===== src/hw/rtl/sbsm_pkg.sv =====
// shared types and constants of the serial bank switch mapper
// no dependencies
package sbsm_pkg;

    localparam int ADDR_W       = 16;
    localparam int DATA_W       = 8;
    localparam int MEM_ADDR_W   = 18;
    localparam int SHIFT_W      = 5;
    localparam int COUNT_W      = 3;
    localparam int PRG_BANK_W   = 4;
    localparam int CHR_BANK_W   = 5;
    localparam int PRG_OFS_W    = 14;
    localparam int CHR_OFS_W    = 12;
    localparam int CHR_SPACE_W  = 13;
    localparam int BANK_COUNT_W = 5;
    localparam int CFG_INDEX_W  = 1;
    localparam int CFG_DATA_W   = 5;

    // request types
    localparam logic [1:0] REQ_PRG_READ  = 2'd0;
    localparam logic [1:0] REQ_PRG_WRITE = 2'd1;
    localparam logic [1:0] REQ_CHR_READ  = 2'd2;
    localparam logic [1:0] REQ_CHR_WRITE = 2'd3;

    // memory targets
    localparam logic [1:0] TGT_NONE    = 2'd0;
    localparam logic [1:0] TGT_PRG_ROM = 2'd1;
    localparam logic [1:0] TGT_CHR_ROM = 2'd2;
    localparam logic [1:0] TGT_CHR_RAM = 2'd3;

    // configuration register indexes
    localparam logic [CFG_INDEX_W-1:0] CFG_PRG_BANK_COUNT = 1'b0;
    localparam logic [CFG_INDEX_W-1:0] CFG_CHR_USES_RAM   = 1'b1;

    localparam logic [BANK_COUNT_W-1:0] BANK_COUNT_RESET = 5'd16;

    typedef struct packed {
        logic [1:0]        req_type;
        logic [ADDR_W-1:0] address;
        logic [DATA_W-1:0] write_data;
    } req_t;

    typedef struct packed {
        logic [MEM_ADDR_W-1:0] mem_address;
        logic [1:0]            mem_target;
        logic                  mem_write;
        logic [1:0]            mirroring;
        logic                  mirroring_changed;
    } rsp_t;

    typedef struct packed {
        logic [BANK_COUNT_W-1:0] prg_bank_count;
        logic                    chr_uses_ram;
    } cfg_t;

endpackage


===== src/hw/rtl/sbsm_map.sv =====
// mapper state (serial shift register, bank registers) and address translation
// depends on sbsm_pkg
module sbsm_map
    import sbsm_pkg::*;
(
    input  logic clk,
    input  logic rst_n,
    input  logic accept,
    input  req_t req,
    input  cfg_t cfg,
    output rsp_t rsp
);

    // target register picked by address bits 14:13 on the fifth write
    localparam logic [1:0] SEL_CONTROL  = 2'd0;
    localparam logic [1:0] SEL_CHR_LOW  = 2'd1;
    localparam logic [1:0] SEL_CHR_HIGH = 2'd2;
    localparam logic [1:0] SEL_PRG      = 2'd3;

    localparam logic [1:0] PRG_MODE_FIX_FIRST = 2'd2;
    localparam logic [1:0] PRG_MODE_FIX_LAST  = 2'd3;
    localparam logic [COUNT_W-1:0] LAST_SHIFT = 3'd4;

    logic [SHIFT_W-1:0]    shift_reg, shift_next;
    logic [COUNT_W-1:0]    count_reg, count_next;
    logic [1:0]            mirror_reg, mirror_next;
    logic                  chr_mode_reg, chr_mode_next;
    logic [1:0]            prg_mode_reg, prg_mode_next;
    logic [CHR_BANK_W-1:0] chr_low_reg, chr_low_next;
    logic [CHR_BANK_W-1:0] chr_high_reg, chr_high_next;
    logic [PRG_BANK_W-1:0] prg_bank_reg, prg_bank_next;

    logic [PRG_BANK_W-1:0]  last_bank;
    logic [PRG_BANK_W-1:0]  prg_win_low, prg_win_high, prg_bank;
    logic [CHR_BANK_W-1:0]  chr_win_low, chr_win_high, chr_bank;
    logic [SHIFT_W-1:0]     shifted;
    logic [CHR_SPACE_W-1:0] chr_addr;

    // last bank, with the count clamped to 1..16
    always_comb
    begin
        if (cfg.prg_bank_count == '0)
        begin
            last_bank = '0;
        end
        else if (cfg.prg_bank_count >= BANK_COUNT_RESET)
        begin
            last_bank = '1;
        end
        else
        begin
            last_bank = PRG_BANK_W'(cfg.prg_bank_count - 5'd1);
        end
    end

    // bank windows follow the registers directly
    always_comb
    begin
        unique case (prg_mode_reg) inside
            2'd0, 2'd1:
            begin
                prg_win_low  = {prg_bank_reg[PRG_BANK_W-1:1], 1'b0};
                prg_win_high = {prg_bank_reg[PRG_BANK_W-1:1], 1'b1};
            end
            PRG_MODE_FIX_FIRST:
            begin
                prg_win_low  = '0;
                prg_win_high = prg_bank_reg;
            end
            default:
            begin
                prg_win_low  = prg_bank_reg;
                prg_win_high = last_bank;
            end
        endcase
        if (!chr_mode_reg)
        begin
            chr_win_low  = {chr_low_reg[CHR_BANK_W-1:1], 1'b0};
            chr_win_high = {chr_low_reg[CHR_BANK_W-1:1], 1'b1};
        end
        else
        begin
            chr_win_low  = chr_low_reg;
            chr_win_high = chr_high_reg;
        end
    end

    always_comb
    begin
        shift_next    = shift_reg;
        count_next    = count_reg;
        mirror_next   = mirror_reg;
        chr_mode_next = chr_mode_reg;
        prg_mode_next = prg_mode_reg;
        chr_low_next  = chr_low_reg;
        chr_high_next = chr_high_reg;
        prg_bank_next = prg_bank_reg;

        rsp = '0;

        shifted  = {req.write_data[0], shift_reg[SHIFT_W-1:1]};
        chr_addr = req.address[CHR_SPACE_W-1:0];
        prg_bank = req.address[PRG_OFS_W] ? prg_win_high : prg_win_low;
        chr_bank = chr_addr[CHR_OFS_W] ? chr_win_high : chr_win_low;

        case (req.req_type)
            REQ_PRG_READ:
            begin
                if (req.address[ADDR_W-1])
                begin
                    rsp.mem_address = {prg_bank, req.address[PRG_OFS_W-1:0]};
                    rsp.mem_target  = TGT_PRG_ROM;
                end
            end
            REQ_PRG_WRITE:
            begin
                if (req.address[ADDR_W-1])
                begin
                    if (req.write_data[DATA_W-1])
                    begin
                        // reset write
                        shift_next    = '0;
                        count_next    = '0;
                        prg_mode_next = PRG_MODE_FIX_LAST;
                    end
                    else if (count_reg == LAST_SHIFT)
                    begin
                        shift_next = '0;
                        count_next = '0;
                        unique case (req.address[PRG_OFS_W:PRG_OFS_W-1])
                            SEL_CONTROL:
                            begin
                                mirror_next   = shifted[1:0];
                                prg_mode_next = shifted[3:2];
                                chr_mode_next = shifted[4];
                                rsp.mirroring_changed = 1'b1;
                            end
                            SEL_CHR_LOW:  chr_low_next  = shifted;
                            SEL_CHR_HIGH: chr_high_next = shifted;
                            SEL_PRG:      prg_bank_next = shifted[PRG_BANK_W-1:0];
                            default:      prg_bank_next = prg_bank_reg;
                        endcase
                    end
                    else
                    begin
                        shift_next = shifted;
                        count_next = count_reg + 3'd1;
                    end
                end
            end
            default:
            begin
                if (cfg.chr_uses_ram)
                begin
                    rsp.mem_address = {{(MEM_ADDR_W-CHR_SPACE_W){1'b0}}, chr_addr};
                    rsp.mem_target  = TGT_CHR_RAM;
                    rsp.mem_write   = (req.req_type == REQ_CHR_WRITE);
                end
                else if (req.req_type == REQ_CHR_READ)
                begin
                    rsp.mem_address = {{(MEM_ADDR_W-CHR_BANK_W-CHR_OFS_W){1'b0}},
                                       chr_bank, chr_addr[CHR_OFS_W-1:0]};
                    rsp.mem_target  = TGT_CHR_ROM;
                end
            end
        endcase

        rsp.mirroring = mirror_next;
    end

    always_ff @(posedge clk or negedge rst_n)
    begin
        if (!rst_n)
        begin
            shift_reg    <= '0;
            count_reg    <= '0;
            mirror_reg   <= '0;
            chr_mode_reg <= 1'b0;
            prg_mode_reg <= PRG_MODE_FIX_LAST;
            chr_low_reg  <= '0;
            chr_high_reg <= '0;
            prg_bank_reg <= '0;
        end
        else if (accept)
        begin
            shift_reg    <= shift_next;
            count_reg    <= count_next;
            mirror_reg   <= mirror_next;
            chr_mode_reg <= chr_mode_next;
            prg_mode_reg <= prg_mode_next;
            chr_low_reg  <= chr_low_next;
            chr_high_reg <= chr_high_next;
            prg_bank_reg <= prg_bank_next;
        end
    end

endmodule


===== src/hw/rtl/serial_bank_switch_mapper_core.sv =====
// top level of the serial bank switch mapper: config registers, mapper, output buffer
// depends on sbsm_pkg and sbsm_map
//
// Serial bank-switching cartridge mapper. Each input transaction is one CPU or
// PPU bus access; each gives exactly one output transaction carrying the
// translated offset into program ROM, character ROM or character RAM, the
// write strobe for character RAM and the mirroring mode after the access.
// CPU writes at 0x8000 and above feed the 5-bit serial register; the fifth
// write loads control, CHR bank 0, CHR bank 1 or the PRG bank by address, and
// a write with bit 7 set restarts the sequence and selects PRG mode 3.
// Throughput is one transaction per clock when not stalled: translation and the
// register update are one level of mux logic from the accepted request into
// the output register, or the skid register while that is held. A two-entry
// output buffer (output register plus skid register) lets input keep flowing
// while a result waits; in_stall is a registered flag and rises only once
// both entries are full. Configuration writes take effect on the next access.
module serial_bank_switch_mapper_core
    import sbsm_pkg::*;
(
    input  logic                   clk,
    input  logic                   rst_n,

    // configuration write port
    input  logic                   cfg_write,
    input  logic [CFG_INDEX_W-1:0] cfg_index,
    input  logic [CFG_DATA_W-1:0]  cfg_data,

    // bus access transactions in
    input  logic                   in_valid,
    output logic                   in_stall,
    input  req_t                   in_item,

    // translated transactions out
    output logic                   out_valid,
    input  logic                   out_stall,
    output rsp_t                   out_item
);

    cfg_t cfg_reg;
    rsp_t map_rsp;
    rsp_t out_reg, skid_reg;
    logic out_valid_reg, skid_valid_reg;
    logic push, pop;

    // config registers; the user must write them only while idle; the block has no guard
    always_ff @(posedge clk or negedge rst_n)
    begin
        if (!rst_n)
        begin
            cfg_reg.prg_bank_count <= BANK_COUNT_RESET;
            cfg_reg.chr_uses_ram   <= 1'b0;
        end
        else if (cfg_write)
        begin
            unique case (cfg_index)
                CFG_PRG_BANK_COUNT: cfg_reg.prg_bank_count <= cfg_data;
                CFG_CHR_USES_RAM:   cfg_reg.chr_uses_ram   <= cfg_data[0];
                default:            cfg_reg                <= cfg_reg;
            endcase
        end
    end

    // skid entry only fills while the output register is held,
    // so a free skid slot always means room for one more transaction
    assign in_stall = skid_valid_reg;
    assign push     = in_valid && !skid_valid_reg;
    assign pop      = out_valid_reg && !out_stall;

    sbsm_map u_map (
        .clk    (clk),
        .rst_n  (rst_n),
        .accept (push),
        .req    (in_item),
        .cfg    (cfg_reg),
        .rsp    (map_rsp)
    );

    // output buffer control
    always_ff @(posedge clk or negedge rst_n)
    begin
        if (!rst_n)
        begin
            out_valid_reg  <= 1'b0;
            skid_valid_reg <= 1'b0;
        end
        else if (skid_valid_reg)
        begin
            // drain skid into the output register
            if (pop)
            begin
                skid_valid_reg <= 1'b0;
            end
        end
        else if (!out_valid_reg || pop)
        begin
            out_valid_reg <= push;
        end
        else if (push)
        begin
            // output held: park the new result
            skid_valid_reg <= 1'b1;
        end
    end

    // output buffer payload
    always_ff @(posedge clk)
    begin
        if (skid_valid_reg)
        begin
            if (pop)
            begin
                out_reg <= skid_reg;
            end
        end
        else if (!out_valid_reg || pop)
        begin
            if (push)
            begin
                out_reg <= map_rsp;
            end
        end
        else if (push)
        begin
            skid_reg <= map_rsp;
        end
    end

    assign out_valid = out_valid_reg;
    assign out_item  = out_reg;

endmodule


===== config.mk =====
export PLATFORM = sky130hd
export DESIGN_NAME = serial_bank_switch_mapper_core
export DESIGN_NICKNAME = d
export VERILOG_FILES = /design/src/hw/rtl/sbsm_pkg.sv /design/src/hw/rtl/sbsm_map.sv /design/src/hw/rtl/serial_bank_switch_mapper_core.sv
export SDC_FILE = /design/constraint.sdc
export NUM_CORES = 1
export LEC_CHECK = 0
export ABC_CLOCK_PERIOD_IN_PS = 9400
export BUFFER_PORTS_ARGS = -buffer_cell sky130_fd_sc_hd__buf_2
export CORE_UTILIZATION = 60
export DETAILED_ROUTE_END_ITERATION = 7
export PLACE_DENSITY_LB_ADDON = 0.2
export SYNTH_ARGS = -nofsm -noshare
export SYNTH_HDL_FRONTEND = slang
export SYNTH_SLANG_ARGS = --single-unit

===== constraint.sdc =====
create_clock -name clk -period 9.4 [get_ports clk]
set_clock_uncertainty 0.2 [all_clocks]
set_input_delay 1.41 -clock clk [delete_from_list [all_inputs] [get_ports clk]]
set_output_delay 1.41 -clock clk [all_outputs]
set_load 0.03 [all_outputs]

== Yosys cells after proc, flatten, opt, wreduce, memory -nomap -nowiden ==
Index checks and enable logic that the tools add are counted.

* Bits in registers: 83
* Bits of input ports: 37
* Output and inout port bits: 26
* Word-level logic and storage cells: 105

* Add/sub/neg operators: 2
* $lt $le $gt $ge: 1
* Equality and inequality tests: 10
* Multiplexer cells: 39
* Bitwise gates (word level): 4
* Reductions and logical operators: 27

{| class="wikitable"
|+ Operator list
! cell !! count
|-
| 24-bit 2-to-1 mux || 4
|-
| 20-bit one-hot mux with 2 select lines || 1
|-
| 19-bit 2-to-1 mux || 2
|-
| 6-bit AND reduction || 4
|-
| 20-bit 2-to-1 mux || 1
|-
| 5-bit 2-to-1 mux || 4
|-
| 2-bit 2-to-1 mux || 8
|-
| 4-bit one-hot mux with 2 select lines || 2
|-
| 1-bit 2-to-1 mux || 12
|-
| 4-bit 2-to-1 mux || 3
|-
| 2-bit == test, second input constant || 5
|-
| 3-bit AND reduction || 3
|-
| 2-bit nonzero test || 4
|-
| 2-bit by 1-bit == test with 1-bit output, second input constant || 3
|-
| 2-bit zero test || 3
|-
| 3-bit 2-to-1 mux || 2
|-
| 2-bit AND reduction || 3
|-
| 5-bit greater-or-equal comparator, second input constant || 1
|-
| 5-bit zero test || 1
|-
| 5-bit AND reduction || 1
|-
| 1-bit inverter || 4
|-
| 2-bit OR reduction || 2
|-
| 4-bit by 1-bit subtractor with 4-bit output, second input constant || 1
|-
| 3-bit by 1-bit adder with 3-bit output, second input constant || 1
|-
| other kinds (5) || 8
|}

== Logic depth before layout (Yosys ltp) ==
Gate-level depths: netlist of run 1.

* Word-level depth: 10
* Depth in mapped cells: 6
* Depth with buffers taken out: 6

== By module ==
From an unflattened synthesis of run 1, not the netlist that was laid out.

* Cells, all modules: 263
* Area total of the unflattened synthesis: 3796.1 µm²

{| class="wikitable"
|+ By module, submodules not included
! module !! instances !! cells an instance !! area an instance (µm²) !! seq. area each (µm²)
|-
| serial_bank_switch_mapper_core || 1 || 102 || 2164.6 || 1642.8
|-
| sbsm_map || 1 || 161 || 1631.6 || 653.1
|}

== Worst setup path after synthesis of run 1 ==
No wires, ideal clock.

* Kind: in2reg
* From: input port in_valid
* To: register out_reg, in the netlist out_item[0] (enable)
* Setup time: 0.442 ns
* Data arrival time: 3.311 ns
* Data required time: 8.758 ns
* Slack: 5.447 ns
* Stages on the path: 2
* Path buffers: 0
* Cell sequence: nand2b_1 > a21boi_0

* Word-level cells in the longest chain between the ends: 3

{| class="wikitable"
|+ RTL lines
! item !! line !! text
|-
| start: declaration || serial_bank_switch_mapper_core.sv:29 || <nowiki>input logic in_valid,</nowiki>
|-
| 1-bit logical AND || serial_bank_switch_mapper_core.sv:66 || <nowiki>assign push = in_valid && !skid_valid_reg;</nowiki>
|-
| 2-bit nonzero test (no line) || -- ||
|-
| 3-bit AND reduction (no line) || -- ||
|-
| end signal: assignment || serial_bank_switch_mapper_core.sv:112 || <nowiki>out_reg <= skid_reg;</nowiki>
|-
| end signal: assignment || serial_bank_switch_mapper_core.sv:119 || <nowiki>out_reg <= map_rsp;</nowiki>
|-
| end: declaration || serial_bank_switch_mapper_core.sv:41 || <nowiki>rsp_t out_reg, skid_reg;</nowiki>
|}

No other way between the ends.
A chain may end at the register's enable or synchronous reset.

== Worst setup path in the final report of run 1 ==
* From: register skid_valid_reg, in the netlist in_stall
* To: output port in_stall

{| class="wikitable"
|+ RTL lines
! item !! line !! text
|-
| start: declaration || serial_bank_switch_mapper_core.sv:42 || <nowiki>logic out_valid_reg, skid_valid_reg;</nowiki>
|-
| start signal: assignment || serial_bank_switch_mapper_core.sv:84 || <nowiki>skid_valid_reg <= 1'b0;</nowiki>
|-
| start signal: assignment || serial_bank_switch_mapper_core.sv:91 || <nowiki>skid_valid_reg <= 1'b0;</nowiki>
|-
| start signal: assignment || serial_bank_switch_mapper_core.sv:101 || <nowiki>skid_valid_reg <= 1'b1;</nowiki>
|-
| end: declaration || serial_bank_switch_mapper_core.sv:30 || <nowiki>output logic in_stall,</nowiki>
|}

No word-level cell between the ends.

==> results of run 1 <==
[power groups by stage]
stage / Sequential (mW) / Clock (mW) / Combinational, mW
after floorplan: 0.625 / 0 / 0.136
after global placement: 0.547 / 0 / 0.295
after detailed placement: 0.551 / 0 / 0.304
after CTS: 0.548 / 0.259 / 0.311
after global routing: 0.558 / 0.271 / 0.331
final: 0.548 / 0.256 / 0.308
[metal layers]
layer | up-vias | global-route usage (%)
li1 | 1106 | -
met1 | 1217 | 31.8
met2 | 65 | 41.5
met3 | 13 | 5.03
met4 | 0 | 12.0
met5 | - | 0
[kinds of logic after synthesis]
kind of cell	count (synthesis)	synth area share, %
adder cells (fa/ha/maj)	4	1.37
flip-flops	82	62.8
AND/OR/NAND/NOR	83	12.7
buffers and inverters	15	1.57
multiplexers	51	15.5
AO/OA/AOI/OAI	32	5.99
[synth_stat cells (all sizes together)]
library cell  count
mux2i             5
o31ai             1
and2             12
nor2b             6
or3b              2
or2               2
nand2            29
o32a              1
nor2              6
dfstp             3
and3              2
a31oi             1
a21oi             5
o31a              1
nand3b            1
mux2             46
o21ai             9
a211oi            2
nor3b             4
nor4              2
nor3              1
a2111oi           1
nand2b            5
inv               8
buf               1
nand3             8
o311a             1
ha                4
o32ai             3
clkbuf            6
o22a              2
nor4b             1
a221oi            1
or4               2
dfrtp            31
edfxtp           48
a21o              2
a21boi            2
[per-stage QoR]
step | worst slack, ps | util [%] | instances
2_1_floorplan | 5450 | - | 267
3_3_place_gp | 5770 | 68.3 | 393
3_5_place_dp | 5720 | 68.3 | 393
4_1_cts | 5960 | 71.7 | 409
5_1_grt | 5890 | 71.7 | 409
6_report | 6010 | 71.7 | 409
[final cells by class]
class                      instances  area [um2]  share of cell area (%)
sequential                        82        2300                    54.4
multi-input combinational        170        1310                    31.0
timing repair buffer              58         295                    7.00
clock buffer                      11         141                    3.35
tap                               75        93.8                    2.22
clock inverter                     5        55.1                    1.30
inverter                           8        30.0                   0.712
[worst paths after layout]
check / endpoint / slack (ps) / startpoint
max: in_stall / 6010 / in_stall$_DFF_PN0_
min: u_map.chr_low_reg[1]$_DFFE_PN0P_ / 310 / u_map.chr_low_reg[1]$_DFFE_PN0P_
max reg2reg: u_map.chr_low_reg[4]$_DFFE_PN0P_ / 6590 / in_stall$_DFF_PN0_
min reg2reg: u_map.chr_low_reg[1]$_DFFE_PN0P_ / 310 / u_map.chr_low_reg[1]$_DFFE_PN0P_
max in group asynchronous: in_stall$_DFF_PN0_ / 7580 / rst_n
min in group asynchronous: cfg_reg[0]$_DFFE_PN0P_ / 930 / rst_n
==> metrics.yaml, run 1 <==
setup_path:
  cp-end-kind: "primary output"
  crit_required_ps: 7790
  cp.depth: 1
  rr_worst_depth: 4
  critPathMaxFanout: 30
  start_kind: "flip-flop"
  cpMaxStageDelayCell: "dfrtp_1"
  critPathTopFamily: "flip-flops"
  worstPathArrival_ps: 1780
  crit_type: "flip-flop to primary output"
  cp_num_buf_inv: 1
  path_cells: "buf_2"
  cp_slowest_stage_delay_ps: 1090
synthesis:
  syn_inst: 267
  syn_nets: 308
  synth_top_area_share_pct: 39.4
  yosysWarnings: 0
  ys_seq_elements: 82
  synth_cell_types: 42
  ys_seq_area_share_pct: 62.8
  synth_top_cell_by_area: "edfxtp_1"
  syn_avg_cell_area_um2: 13.7
  netlist_area_um2: 3650
  synthTopCellsByArea: "edfxtp_1 (39%), dfrtp_1 (21%), mux2_2 (14%), nand2_1 (3.0%), dfstp_2 (2.2%)"
clock_network:
  postCtsSetupRepairBufs: 0
  cts.clk_slew.worst_paths_ps: 80
  ctsResizeCount: 0
  clock-root-buffer: "clkbuf_8"
  htreeDepth: 3
  cts-hold-fix-buffers: 0
  cts.sinks: 82
  cts_tree: "yes"
  cts_max_path_buffers: 2
  clock_latency_ps: 340
  numCtsBuffers: 9
sta:
  hold_viol: 0
  rsz0062_at_grt: "false"
  max_slew.worst_pin.slew_ps: 1130
  slew_headroom_pct: 24.9
  min_period_over_period_pct: 36.1
  finalMaxSlewViolations: 0
  setup_tns_ps: 0
  timing.fmax_mhz: 295
  fin_hold_ws_ps: 313
  setup_violations: 0
  min_period_ps: 3390
layout:
  finalInstanceArea_um2: 4220
  drive_gt1_share_pct: 39.2
  n_antenna_cell: 0
  fin_nets: 370
  area_delta_synth_final_pct: 15.4
  fill_cells: 406
  layout_common_cells: "buf_2 (56), edfxtp_1 (48), mux2_2 (46)"
  final_common_cell: "buf_2"
power_and_ir_drop:
  power.total_mw: 1.11
  switchingPower_mw: 0.387
  irDropWorstVdd_mv: 0.203
  power.share.clock_pct: 23.0
  combPwrFrac_pct: 27.7
  p_int_mw: 0.725
  power.share.sequential_pct: 49.3
  p_leak_nw: 1.80
  power_density_nw_per_um2: 264
  switching_share_pct: 34.8
floorplan:
  fp.dieW_um: 80.0
  core_um2: 5890
  start_util_pct: 62.1
  die_area_um2: 6410
  pin_count: 63
  die_y_um: 80.0
  row_count: 28
drt:
  totalWireLength_mm: 7.33
  wl_met1_mm: 3.20
  drt-initial-drc-count: 110
  routed-wl-met2_mm: 3.66
  ant_nets: 0
  vias: 2401
  via_per_inst: 5.87
  highest_layer: "met4"
  wl_met3_um: 288
  drt_first_pass_iters: 4
  post-route-drc-count: 0
  wl_per_cell_um: 17.9
placement:
  dp_hpwl_mm: 4.60
  placed_area_um2: 4020
  place_congestion: 0.769
  io_buffers: 56
job:
  cap_violations: 0
global_route:
  grt_max_degree: 35
  antenna_found_initial: 0
  grt_pass1_vias: 2312
  grt_usage_pct: 25.1
  grt_first_pass_wirelength_mm: 11.5
  grt-ovfl-total: 0
hold_path:
  hold_depth: 1
  hp-class: "flip-flop to flip-flop"
status:
  status: "finished clean"
Note: power is estimated with default switching activity, not from simulation.
==> run 2, diff against run 1 <==
Settings changed: ABC_AREA set to 1, ABC_CLOCK_PERIOD_IN_PS 9400 to 3390, CORE_UTILIZATION 60 to 56.
Clock period 9.4 ns to 3.39 ns, I/O delays scaled along.
==> metrics.yaml, run 2 <==
clock_network:
  cts_max_path_buffers: 2
  clock-root-buffer: "clkbuf_8"
  cts.clk_slew.worst_paths_ps: 80
  htreeDepth: 3
  postCtsSetupRepairBufs: 0
  numCtsBuffers: 9
  clock_latency_ps: 350
  cts-hold-fix-buffers: 0
  ctsResizeCount: 0
  cts.sinks: 82
  cts_tree: "yes"
floorplan:
  die_y_um: 84.1
  fp.dieW_um: 84.1
  start_util_pct: 58.8
  die_area_um2: 7080
  core_um2: 6420
  pin_count: 63
  row_count: 29
sta:
  min_period_ps: 2300
  rsz0062_at_grt: "false"
  finalMaxSlewViolations: 0
  setup_tns_ps: 0
  slew_headroom_pct: 50.5
  worst_slack_ps: 1090
  timing.fmax_mhz: 435
  max_slew.worst_pin.slew_ps: 742
  setup_violations: 0
  fin_hold_ws_ps: 13.8
  min_period_over_period_pct: 67.8
  hold_viol: 0
layout:
  layout_common_cells: "nand2_1 (119), buf_2 (56), edfxtp_1 (48)"
  n_antenna_cell: 0
  fin_cells: 532
  finalInstanceArea_um2: 4320
  fin_nets: 491
  area_delta_synth_final_pct: 14.5
  final_common_cell: "nand2_1"
  drive_gt1_share_pct: 24.0
  final_core_util_pct: 67.3
status:
  violations: "design-rule violations"
  status: "finished with violations"
global_route:
  grt-ovfl-total: 0
  antenna_found_initial: 0
  grt_first_pass_wirelength_mm: 12.1
  grt_usage_pct: 22.0
  grt_pass1_vias: 2662
  grt_max_degree: 35
synthesis:
  synthTopCellsByArea: "edfxtp_1 (38%), dfrtp_1 (21%), nand2_1 (12%), inv_1 (4.6%), o21ai_0 (4.1%)"
  yosys-top-cells-count: "nand2_1 (119), edfxtp_1 (48), inv_1 (46)"
  synth_top_cell_by_area: "edfxtp_1"
  syn_avg_cell_area_um2: 9.76
  synth_flop_cell: "edfxtp_1"
  yosysMostFrequentCell: "nand2_1"
  netlist_area_um2: 3780
  synth_top_area_share_pct: 38.2
  syn_nets: 428
  synth-edff-count: 48
  ys_seq_area_share_pct: 60.8
  yosysWarnings: 0
  synthArstFlopShare_pct: 41.5
  syn_inst: 387
  synth_cell_types: 31
  ys_seq_elements: 82
setup_path:
  crit_required_ps: 3460
  worstPathArrival_ps: 2370
  critPathMaxFanout: 23
  start_kind: "flip-flop"
  cp-end-kind: "flip-flop"
  crit_type: "flip-flop to flip-flop"
placement:
  place_inst: 516
  place_congestion: 0.817
  pre_cts_slack_ps: 1140
  dp_hpwl_mm: 4.91
  placed_area_um2: 4130
  io_buffers: 56
drt:
  drt_first_pass_iters: 6
  totalWireLength_mm: 7.02
  vias: 2768
  drt-initial-drc-count: 186
  wl_per_cell_um: 13.2
  post-route-drc-count: 12
  via_per_inst: 5.20
  ant_nets: 0
power_and_ir_drop:
  power_density_nw_per_um2: 720
  power.total_mw: 3.11
  irDropWorstVdd_mv: 0.364
  p_leak_nw: 2.02
hold_path:
  hp-class: "input pin to asynchronous set/reset pin"
job:
  cap_violations: 0
run 2: cell types whose count changed after synthesis, moves of 6 or more:
cell	change
nor2_1	+19
and2_1	-12
nor2_4	+11
o21ai_1	+6
o21ai_0	+22
nand2_1	+90
mux2_2	-46
a21oi_1	+8
inv_1	+38
nor2b_1	-6
run 2: report_power, final:
part | switching (mW) | internal, mW | total [mW]
combinational | 0.727 | 0.251 | 0.977
sequential | 0.0836 | 1.36 | 1.45
clock | 0.351 | 0.337 | 0.688
run 2: final timing paths:
path,startpoint,to,slack (ps),cells after the start
min in group clk,cfg_write,cfg_reg[0]$_DFFE_PN0P_,160,2
max,in_stall$_DFF_PN0_,u_map.prg_mode_reg[0]$_DFFE_PN1P_,1090,7
max in group asynchronous,rst_n,out_valid$_DFFE_PN0P_,2500,1
min,rst_n,u_map.chr_low_reg[2]$_DFFE_PN0P_,10,1
max reg2reg,in_stall$_DFF_PN0_,u_map.prg_mode_reg[0]$_DFFE_PN1P_,1090,7
min reg2reg,cfg_reg[1]$_DFFE_PN0P_,cfg_reg[1]$_DFFE_PN0P_,290,2
run 2: cells by family after synthesis:
logic type	count (synthesis)	synth area share (%)
simple gates	183	22.7
flops	82	60.8
compound gates	62	8.81
buf+inv	56	6.33
fa+ha+maj	4	1.33
run 2: cell type report:
| cell class | count | area, um2 |
|---|---|---|
| Fill cell | 507 | 2100 |
| Timing Repair Buffer | 60 | 310 |
| Tap cell | 77 | 96.3 |
| Clock inverter | 7 | 70.1 |
| Multi-Input combinational cell | 249 | 1250 |
| Inverter | 48 | 180 |
| Sequential cell | 82 | 2300 |
| Clock buffer | 9 | 124 |
run 2: per-layer routing:
metal | track usage, % | routed length, um
met3 | 3.46 | 359
met4 | 8.78 | 74
met1 | 28.3 | 3140
met2 | 37.8 | 3450
met5 | 0 | 0
run 2: critical path: stages, from the launching register on:
cell     delay [ps]
dfrtp_1         400
inv_2           340
nand2_2         200
nor3_2          520
nand2_1         190
nor2_1          170
o21ai_0         100
o21ai_0          90
